<file path="src/rtl/vip_pkg.sv">
`timescale 1ns / 1ps
`default_nettype none
// ----------------------------------------------------------------------------
// vip_pkg: shared definitions for the variable-integral pid step
// widths, fixed-point formats, thresholds and register indexes
// ----------------------------------------------------------------------------
package vip_pkg;

    // value format: signed q15.8
    localparam int VALUE_W     = 24;
    localparam int FRAC_BITS   = 8;
    // integral accumulator width
    localparam int SUM_W       = 40;
    // gains: unsigned q4.12
    localparam int GAIN_W      = 16;
    localparam int GAIN_FRAC   = 12;
    // integral weight: unsigned q1.16, one is 2^16
    localparam int WEIGHT_FRAC = 16;
    localparam int WEIGHT_W    = WEIGHT_FRAC + 1;

    // weight band edges on |e|
    localparam int HI_TH = 200 << FRAC_BITS;
    localparam int LO_TH = 180 << FRAC_BITS;

    // shared multiplier operand and product widths
    localparam int MUL_A_W = 32;
    localparam int MUL_B_W = VALUE_W + 1;
    localparam int PROD_W  = MUL_A_W + MUL_B_W;

    // floor(y / 5) ~ (y * RECIP5) >> RECIP5_SH, over by at most one
    localparam int RECIP5    = 52429;
    localparam int RECIP5_SH = 18;

    // configuration register indexes
    localparam int CFG_IDX_W = 2;
    localparam logic [CFG_IDX_W-1:0] CFG_KP = 2'd0;
    localparam logic [CFG_IDX_W-1:0] CFG_KI = 2'd1;
    localparam logic [CFG_IDX_W-1:0] CFG_KD = 2'd2;

    // gain reset values
    localparam logic [GAIN_W-1:0] KP_RESET = 16'd1638;
    localparam logic [GAIN_W-1:0] KI_RESET = 16'd819;
    localparam logic [GAIN_W-1:0] KD_RESET = 16'd819;

endpackage : vip_pkg
`default_nettype wire

</file>
<file path="src/rtl/vip_mul.sv">
`timescale 1ns / 1ps
`default_nettype none
// ----------------------------------------------------------------------------
// vip_mul: shared unsigned multiplier
// one 32x25 product per cycle, registered at the output
// ----------------------------------------------------------------------------
module vip_mul
    import vip_pkg::*;
(
    input  wire logic               i_clk,
    input  wire logic [MUL_A_W-1:0] i_a,
    input  wire logic [MUL_B_W-1:0] i_b,
    output logic      [PROD_W-1:0]  o_prod
);

    logic [PROD_W-1:0] r_prod;

    // product register, payload only
    always_ff @(posedge i_clk) begin
        r_prod <= PROD_W'(i_a) * PROD_W'(i_b);
    end

    assign o_prod = r_prod;

endmodule : vip_mul
`default_nettype wire

</file>
<file path="src/rtl/variable_integral_pid_step.sv">
`timescale 1ns / 1ps
`default_nettype none
// ----------------------------------------------------------------------------
// variable_integral_pid_step: positional pid step with variable integral weight
// takes a setpoint, returns the clipped drive value and a saturation flag
// ----------------------------------------------------------------------------
// Each setpoint accepted on the slave stream produces one drive value on the
// master stream once the sequencer has stepped from S_ERR through S_OUT; the
// block takes no new setpoint until the last has left S_OUT. The pace is set
// by the one shared 32x25 multiplier, which the sequencer uses six times per
// item (P term, weight division by reciprocal, D term, Ki times weight, and
// the two halves of the integral product). A finished result waits in the
// output register while the block goes back to idle, so the next setpoint can
// be taken before the result is read. Gains may be written through the config
// port only while no item is in flight.
module variable_integral_pid_step
    import vip_pkg::*;
(
    input  wire logic                 i_clk,
    input  wire logic                 i_rst_n,
    // slave stream
    input  wire logic                 i_s_axis_tvalid,
    output logic                      o_s_axis_tready,
    input  wire logic [VALUE_W-1:0]   i_s_axis_tdata,   // [23:0] setpoint
    // master stream
    output logic                      o_m_axis_tvalid,
    input  wire logic                 i_m_axis_tready,
    output logic      [VALUE_W-1:0]   o_m_axis_tdata,   // [23:0] drive_value
    output logic                      o_m_axis_tuser,   // [0] saturated
    // configuration write port
    input  wire logic                 i_cfg_wen,
    input  wire logic [CFG_IDX_W-1:0] i_cfg_index,
    input  wire logic [GAIN_W-1:0]    i_cfg_wdata
);

    typedef enum logic [3:0] {
        S_IDLE, S_ERR, S_INT, S_DIV, S_WFIX, S_KI, S_ML, S_MH, S_SUM, S_OUT
    } t_state;

    localparam int TP_W   = VALUE_W + GAIN_W - GAIN_FRAC;      // 28
    localparam int TD_W   = VALUE_W + 1 + GAIN_W - GAIN_FRAC;  // 29
    localparam int TI_W   = 34;                                // capped at 2^33
    localparam int U_W    = 36;
    localparam int Y_W    = 19;
    localparam int HALF_W = SUM_W / 2;
    localparam int IP_W   = MUL_A_W + HALF_W;                  // 52
    localparam int ACC_W  = IP_W + 1 - HALF_W;                 // 33
    localparam int HI_W   = IP_W + 1;                          // 53
    localparam int ISH    = GAIN_FRAC + WEIGHT_FRAC - HALF_W;  // 8

    t_state r_state;

    // gains
    logic [GAIN_W-1:0] r_kp, r_ki, r_kd;
    // controller state
    logic [VALUE_W-1:0] r_act, r_prev;
    logic [SUM_W-1:0]   r_sum;
    // per-item working registers
    logic [VALUE_W-1:0]  r_sp, r_err, r_ae;
    logic [VALUE_W:0]    r_dmag;
    logic                r_dneg;
    logic                r_sat;
    logic [WEIGHT_W-1:0] r_w;
    logic                r_wpart;
    logic [Y_W-1:0]      r_y;
    logic [SUM_W-1:0]    r_smag;
    logic [TP_W-1:0]     r_tp;
    logic [TD_W-1:0]     r_td;
    logic [MUL_A_W-1:0]  r_k;
    logic [ACC_W-1:0]    r_acc;
    logic [TI_W-1:0]     r_ti;
    // output register
    logic                r_out_valid;
    logic [VALUE_W-1:0]  r_out_drive;
    logic                r_out_sat;

    // shared multiplier
    logic [MUL_A_W-1:0] mul_a;
    logic [MUL_B_W-1:0] mul_b;
    logic [PROD_W-1:0]  prod;

    vip_mul u_mul (
        .i_clk  (i_clk),
        .i_a    (mul_a),
        .i_b    (mul_b),
        .o_prod (prod)
    );

    // multiplier operand select per step
    always_comb begin
        case (r_state)
            S_INT:   begin
                mul_a = MUL_A_W'(r_kp);
                mul_b = MUL_B_W'(r_ae);
            end
            S_DIV:   begin
                mul_a = MUL_A_W'(RECIP5);
                mul_b = MUL_B_W'(r_y);
            end
            S_WFIX:  begin
                mul_a = MUL_A_W'(r_kd);
                mul_b = r_dmag;
            end
            S_KI:    begin
                mul_a = MUL_A_W'(r_ki);
                mul_b = MUL_B_W'(r_w);
            end
            S_ML:    begin
                mul_a = prod[MUL_A_W-1:0];
                mul_b = MUL_B_W'(r_smag[HALF_W-1:0]);
            end
            S_MH:    begin
                mul_a = r_k;
                mul_b = MUL_B_W'(r_smag[SUM_W-1:HALF_W]);
            end
            default: begin
                mul_a = '0;
                mul_b = '0;
            end
        endcase
    end

    // error: setpoint minus last output, clipped to the value range
    logic [VALUE_W:0]   n_diff;
    logic               n_eovf;
    logic [VALUE_W-1:0] n_err, n_ae;
    always_comb begin
        n_diff = {r_sp[VALUE_W-1], r_sp} - {r_act[VALUE_W-1], r_act};
        n_eovf = n_diff[VALUE_W] != n_diff[VALUE_W-1];
        if (n_eovf) begin
            n_err = n_diff[VALUE_W] ? {1'b1, {(VALUE_W-1){1'b0}}}
                                    : {1'b0, {(VALUE_W-1){1'b1}}};
        end else begin
            n_err = n_diff[VALUE_W-1:0];
        end
        n_ae = n_err[VALUE_W-1] ? (~n_err + 1'b1) : n_err;
    end

    // integral update, error delta and weight band
    logic [SUM_W:0]     n_sum_wide;
    logic               n_sovf;
    logic [SUM_W-1:0]   n_sum;
    logic               n_frozen;
    logic [VALUE_W:0]   n_de;
    logic [VALUE_W-1:0] n_d;
    always_comb begin
        n_sum_wide = {r_sum[SUM_W-1], r_sum}
                   + {{(SUM_W-VALUE_W+1){r_err[VALUE_W-1]}}, r_err};
        n_sovf     = n_sum_wide[SUM_W] != n_sum_wide[SUM_W-1];
        if (n_sovf) begin
            n_sum = n_sum_wide[SUM_W] ? {1'b1, {(SUM_W-1){1'b0}}}
                                      : {1'b0, {(SUM_W-1){1'b1}}};
        end else begin
            n_sum = n_sum_wide[SUM_W-1:0];
        end
        n_frozen = r_ae > VALUE_W'(HI_TH);
        n_de     = {r_err[VALUE_W-1], r_err} - {r_prev[VALUE_W-1], r_prev};
        n_d      = VALUE_W'(HI_TH) - r_ae;
    end

    // weight = floor((64*d + 2) / 5), reciprocal estimate with one correction
    logic [WEIGHT_W-1:0] n_q;
    logic [Y_W+1:0]      n_rem;
    always_comb begin
        n_q   = prod[RECIP5_SH +: WEIGHT_W];
        n_rem = (Y_W+2)'(r_y) - ((Y_W+2)'(n_q) << 2) - (Y_W+2)'(n_q);
    end

    // rounded p and d terms
    logic [VALUE_W+GAIN_W-1:0]   n_tp_full;
    logic [VALUE_W+GAIN_W:0]     n_td_full;
    always_comb begin
        n_tp_full = prod[VALUE_W+GAIN_W-1:0]
                  + (VALUE_W+GAIN_W)'(1 << (GAIN_FRAC-1));
        n_td_full = prod[VALUE_W+GAIN_W:0]
                  + (VALUE_W+GAIN_W+1)'(1 << (GAIN_FRAC-1));
    end

    // integral product assembly, rounding bias folded into the low half
    logic [IP_W:0] n_acc_full;
    logic [HI_W-1:0] n_hi;
    logic [TI_W-1:0] n_ti;
    always_comb begin
        n_acc_full = {1'b0, prod[IP_W-1:0]}
                   + (IP_W+1)'(1 << (GAIN_FRAC + WEIGHT_FRAC - 1));
        n_hi = HI_W'(r_acc) + {1'b0, prod[IP_W-1:0]};
        if (|n_hi[HI_W-1:ISH+TI_W-1]) begin
            n_ti = {1'b1, {(TI_W-1){1'b0}}};
        end else begin
            n_ti = {1'b0, n_hi[ISH +: TI_W-1]};
        end
    end

    // signed sum of the three terms and output clip
    logic signed [U_W-1:0] n_sp, n_si, n_sd, n_u;
    logic                  n_uovf;
    logic [VALUE_W-1:0]    n_drive;
    always_comb begin
        n_sp = r_err[VALUE_W-1] ? -$signed(U_W'(r_tp)) : $signed(U_W'(r_tp));
        n_si = r_sum[SUM_W-1]   ? -$signed(U_W'(r_ti)) : $signed(U_W'(r_ti));
        n_sd = r_dneg           ? -$signed(U_W'(r_td)) : $signed(U_W'(r_td));
        n_u  = n_sp + n_si + n_sd;
        n_uovf = !((&n_u[U_W-1:VALUE_W-1]) || !(|n_u[U_W-1:VALUE_W-1]));
        if (n_uovf) begin
            n_drive = n_u[U_W-1] ? {1'b1, {(VALUE_W-1){1'b0}}}
                                 : {1'b0, {(VALUE_W-1){1'b1}}};
        end else begin
            n_drive = n_u[VALUE_W-1:0];
        end
    end

    logic n_in_xfer, n_out_free, n_out_load;
    assign n_in_xfer  = i_s_axis_tvalid && (r_state == S_IDLE);
    assign n_out_free = !r_out_valid || i_m_axis_tready;
    assign n_out_load = (r_state == S_OUT) && n_out_free;

    // sequencer, controller state and output register
    always_ff @(posedge i_clk) begin
        if (!i_rst_n) begin
            r_state     <= S_IDLE;
            r_kp        <= KP_RESET;
            r_ki        <= KI_RESET;
            r_kd        <= KD_RESET;
            r_act       <= '0;
            r_prev      <= '0;
            r_sum       <= '0;
            r_out_valid <= 1'b0;
        end else begin
            // gain writes
            if (i_cfg_wen) begin
                case (i_cfg_index)
                    CFG_KP:  r_kp <= i_cfg_wdata;
                    CFG_KI:  r_ki <= i_cfg_wdata;
                    CFG_KD:  r_kd <= i_cfg_wdata;
                    default: ;
                endcase
            end

            // output valid: set by a finished item, cleared by a transfer
            if (n_out_load) begin
                r_out_valid <= 1'b1;
            end else if (r_out_valid && i_m_axis_tready) begin
                r_out_valid <= 1'b0;
            end

            case (r_state)
                S_IDLE: begin
                    if (n_in_xfer) begin
                        r_sp    <= i_s_axis_tdata;
                        r_state <= S_ERR;
                    end
                end
                S_ERR: begin
                    r_err   <= n_err;
                    r_ae    <= n_ae;
                    r_sat   <= n_eovf;
                    r_state <= S_INT;
                end
                S_INT: begin
                    if (!n_frozen) begin
                        r_sum <= n_sum;
                        if (n_sovf) begin
                            r_sat <= 1'b1;
                        end
                    end
                    r_w     <= n_frozen ? '0 : {1'b1, {WEIGHT_FRAC{1'b0}}};
                    r_wpart <= !n_frozen && (r_ae >= VALUE_W'(LO_TH));
                    r_y     <= {n_d[Y_W-7:0], 6'd2};
                    r_dneg  <= n_de[VALUE_W];
                    r_dmag  <= n_de[VALUE_W] ? (~n_de + 1'b1) : n_de;
                    r_state <= S_DIV;
                end
                S_DIV: begin
                    r_tp    <= n_tp_full[VALUE_W+GAIN_W-1:GAIN_FRAC];
                    r_smag  <= r_sum[SUM_W-1] ? (~r_sum + 1'b1) : r_sum;
                    r_state <= S_WFIX;
                end
                S_WFIX: begin
                    if (r_wpart) begin
                        r_w <= n_rem[Y_W+1] ? (n_q - 1'b1) : n_q;
                    end
                    r_state <= S_KI;
                end
                S_KI: begin
                    r_td    <= n_td_full[VALUE_W+GAIN_W:GAIN_FRAC];
                    r_state <= S_ML;
                end
                S_ML: begin
                    r_k     <= prod[MUL_A_W-1:0];
                    r_state <= S_MH;
                end
                S_MH: begin
                    r_acc   <= n_acc_full[IP_W:HALF_W];
                    r_state <= S_SUM;
                end
                S_SUM: begin
                    r_ti    <= n_ti;
                    r_state <= S_OUT;
                end
                S_OUT: begin
                    if (n_out_free) begin
                        r_out_drive <= n_drive;
                        r_out_sat   <= r_sat || n_uovf;
                        r_act       <= n_drive;
                        r_prev      <= r_err;
                        r_state     <= S_IDLE;
                    end
                end
                default: begin
                    r_state <= S_IDLE;
                end
            endcase
        end
    end

    assign o_s_axis_tready = (r_state == S_IDLE);
    assign o_m_axis_tvalid = r_out_valid;
    assign o_m_axis_tdata  = r_out_drive;
    assign o_m_axis_tuser  = r_out_sat;

endmodule : variable_integral_pid_step
`default_nettype wire
</file>
<file path="config.mk">
export PLATFORM = sky130hd
export DESIGN_NAME = variable_integral_pid_step
export DESIGN_NICKNAME = d
export VERILOG_FILES = /design/src/rtl/vip_pkg.sv /design/src/rtl/vip_mul.sv /design/src/rtl/variable_integral_pid_step.sv
export SDC_FILE = /design/constraint.sdc
export NUM_CORES = 2
export LEC_CHECK = 0
export BUFFER_PORTS_ARGS = -buffer_cell sky130_fd_sc_hd__buf_2
export CAP_MARGIN = 25
export CORE_UTILIZATION = 40
export CTS_BUF_LIST = sky130_fd_sc_hd__clkbuf_2 sky130_fd_sc_hd__clkbuf_4 sky130_fd_sc_hd__clkbuf_8
export DETAILED_ROUTE_END_ITERATION = 8
export GPL_TIMING_DRIVEN = 0
export PLACE_DENSITY_LB_ADDON = 0.3
export SLEW_MARGIN = 10
export SYNTH_ARGS = -nofsm -noshare
export SYNTH_HDL_FRONTEND = slang
export SYNTH_SLANG_ARGS = --single-unit
</file>
<file path="constraint.sdc">
create_clock -name i_clk -period 16.9 [get_ports i_clk]
set_clock_uncertainty 0.15 [all_clocks]
set_input_delay 5.07 -clock i_clk [delete_from_list [all_inputs] [get_ports i_clk]]
set_output_delay 5.07 -clock i_clk [all_outputs]
set_load 0.005 [all_outputs]
</file>
==> impl_metrics.py <==
metrics = {
    "outcome": {
        "status": "finished, final reports clean",
    },
    "setup_path": {
        "critPathKind": "flop to flop",
        "reg2regPathDepth": 33,
        "critPathBufInv": 11,
        "worst_path_max_delay_cell": "buf_1",
        "crit_cells": 33,
        "worstPathArrival_ns": 14.13,
        "cp-end-kind": "flop",
        "worstPathRequired_ns": 17.32,
        "cp_slowest_stage_delay_ns": 0.90,
        "cp_max_fo": 10,
        "start_kind": "flop",
        "crit_top_cell": "fa_1",
        "crit_family": "adder cells",
    },
    "cts": {
        "ctsHoldBuffers": 0,
        "worstSkewPairLatency_ns": 0.77,
        "cts-buffers-inserted": 87,
        "h-tree-depth": 3,
        "cts.repair.resized": 0,
        "cts_tree": "built",
        "clockBufferDepth": 3,
        "postCtsSetupRepairBufs": 0,
        "path_clk_slew_ns": 0.07,
        "clock_sinks": 543,
        "cts-root-buf": "clkbuf_8",
    },
    "sta": {
        "setup_viol": 0,
        "fmax_ghz": 0.0729,
        "period_share_pct": 81.1,
        "worst_pin_slew_ns": 1.45,
        "rsz0062_at_grt": "false",
        "fin_crit_ns": 13.71,
        "slew_headroom_pct": 3.26,
        "setup_tns_ns": 0,
        "hold_viol": 0,
        "slew_violations": 0,
    },
    "global_route": {
        "grtUsageMet2_pct": 40.7,
        "grt_use_met1_pct": 37.3,
        "use_met3_pct": 7.15,
        "grt_pass1_vias": 47000,
        "antenna_found_initial": 5,
        "overflow": 0,
        "grt.total_usage_pct": 27.4,
        "grt_max_degree": 32,
        "grt-busiest-layer": "met2",
        "grt_pass1_wl_mm": 297,
    },
    "floorplanning": {
        "initial_core_util_pct": 40.4,
        "io_pins": 74,
        "fp.dieW_um": 380,
        "core_area_um2": 142000,
        "dieArea_um2": 145000,
        "fp.dieH_um": 380,
        "placementRows": 138,
    },
    "synthesis": {
        "synth_edf_count": 350,
        "syn_inst": 6330,
        "yosysSeqAreaShare_pct": 25.1,
        "yosysWarnings": 0,
        "synthXorXnorAreaFrac_pct": 6.59,
        "synth_top_family_by_area": "adder cells",
        "synth_ff_type": "edfxtp_1",
        "synth-seq-cells": 543,
        "avgSynthCellArea_um2": 9.05,
        "netlist_area_um2": 57300,
        "synth_cell_types": 85,
        "synthMuxAreaShare_pct": 0.0895,
        "synth-async-reset-ratio_pct": 0,
        "synth-adder-area-share_pct": 32.9,
        "synth_compound_gate_area_share_pct": 12.3,
        "synth-simple-area-share_pct": 14.7,
    },
    "placement": {
        "place_hpwl_mm": 164,
        "io_buffers": 73,
        "placedCellCount": 8391,
        "gp_congestion": 1.00,
    },
    "drt": {
        "first_pass_iters": 6,
        "vias": 47700,
        "first_iter_violations": 5211,
        "drt-total-wl_mm": 199,
        "route.detailed.drc": 0,
        "ant_nets": 0,
        "wl_per_cell_um": 23.2,
        "via_per_inst": 5.58,
    },
    "pwr": {
        "power.density_nw_per_um2": 90.0,
        "cellLeakagePower_nw": 26.9,
        "ir_worst_vdd_mv": 0.0700,
    },
    "run": {
        "max_cap_viol_count": 0,
    },
    "cells_and_area": {
        "fin_cells": 8563,
        "area_delta_synth_final_pct": 9.40,
        "nets": 7719,
        "drive_above_1_share_pct": 4.93,
    },
    "worst_hold_path": {
        "whs_path_depth": 2,
        "min_path_type": "flop to flop",
    },
}
==> cell usage after synthesis, drive strengths merged (8+ instances only) <==
cell type | number | area, um^2
edfxtp | 350 | 10500
a211oi | 29 | 218
nand2 | 880 | 3300
ha | 358 | 4480
nand3 | 99 | 495
and4 | 19 | 166
a22oi | 79 | 593
o21ai | 280 | 1400
buf | 32 | 141
and2 | 34 | 213
and3 | 39 | 244
nor2 | 483 | 1810
clkbuf | 235 | 882
xnor2 | 315 | 2770
o31a | 8 | 70.1
nor3 | 66 | 330
nand4 | 40 | 250
a31oi | 37 | 231
a211o | 11 | 96.3
a21o | 81 | 608
a21oi | 319 | 1600
nor3b | 9 | 67.6
nor2b | 37 | 231
o41ai | 19 | 166
fa | 718 | 14400
nand2b | 42 | 263
xor2 | 115 | 1010
a21boi | 12 | 90.1
o21bai | 27 | 203
o211ai | 17 | 128
a31o | 10 | 87.6
o21a | 40 | 300
a22o | 20 | 175
or2 | 25 | 156
nand3b | 12 | 90.1
inv | 989 | 3710
o31ai | 56 | 434
nor4 | 23 | 144
or3 | 49 | 307
dfxtp | 193 | 3860
or4 | 27 | 210
==> per-stage QoR <==
| stage | total power, mW | utilization, % | cell area (um^2) | hold slack [ns] | setup WS (ns) |
|---|---|---|---|---|---|
| finish | 5.64 | 44.2 | 62700 | 0.302 | 3.19 |
| global route | 5.90 | 44.2 | 62700 | 0.313 | 2.90 |
| global placement | 4.25 | 42.5 | 60300 | 0.290 | 3.42 |
| CTS | 5.57 | 44.2 | 62600 | 0.303 | 3.66 |
| detailed placement | 4.27 | 42.8 | 60700 | 0.294 | 3.68 |
| floorplan | 3.30 | - | 57500 | 0.276 | 7.60 |
==> layout by cell type, fill, tap and decap left out, types with 37 or more instances in the layout <==
cell type	netlist	final
nor2b_1	37	37
o31ai_1	55	55
o21a_1	40	40
nor3_1	66	62
or3_1	49	49
nand4_1	40	40
nand3_1	99	99
and3_1	39	39
nand2_1	880	880
dfxtp_1	193	193
fa_1	718	718
o21ai_0	256	256
nor2_1	483	479
edfxtp_1	350	350
a22oi_1	79	77
buf_2	5	82
xnor2_1	314	314
a21o_1	81	81
a21oi_1	319	319
ha_1	358	358
nand2b_1	42	42
clkbuf_1	235	235
conb_1	2	65
xor2_1	115	115
clkbuf_8	0	96
a31oi_1	37	37
inv_1	989	989
==> tightest hold or removal path: cells and delay by family, from the launching register on <==
kind | cells | cell delay (ns)
compound gates | 1 | 0.05
flops | 1 | 0.31
simple gates | 1 | 0.05
==> metal layers <==
metal	part of all wire, %	routed length [um]
met1	41	82200
met2	43	84700
met3	11	21300
met4	5.3	10600
met5	0.020	39
==> power breakdown <==
part	internal [mW]	switching, mW
clock	0.703	0.582
combinational	0.836	1.79
sequential	1.58	0.143
==> sequential cells by signal (all words and copies together), names as in the netlist, 4 cells and up <==
name            count
r_act              24
r_kd               16
r_td               29
r_smag             40
r_state             4
o_m_axis_tdata     24
r_dmag             25
r_w                17
r_kp               16
r_ae               23
r_ti               34
r_acc              33
r_y                13
r_sp               24
r_k                32
r_prev             24
r_err              24
u_mul.o_prod       52
r_tp               28
r_sum              40
r_ki               16
==> area by class of cell <==
class	count	area (um^2)
Fill cell	13900	79100
Multi-Input combinational cell	4594	38500
Sequential cell	543	14400
Inverter	989	3710
Tap cell	1890	2360
Clock buffer	127	1550
Buffer	267	1020
Timing Repair Buffer	114	786
Clock inverter	35	373
Antenna cell	4	10.0
==> worst paths after layout <==
path / slack (ns) / endpoint / startpoint
max reg2reg: 3.19 / u_mul.o_prod[43] / r_state[0]
max: 3.19 / u_mul.o_prod[43] / r_state[0]
min reg2reg: 0.30 / r_act[21] / r_act[21]
min: 0.30 / r_act[21] / r_act[21]
==> kinds of logic (layout without fill, tap and decap cells) <==
kind of cell,after synthesis,after routing
simple gates,1901,1901
buf+inv,1256,1532
compound gates,1116,1116
fa+ha+maj,1077,1077
flops,543,543
xor+xnor,430,430
mux,5,5
other cells,2,69
Power figures use the tool's default switching activity.
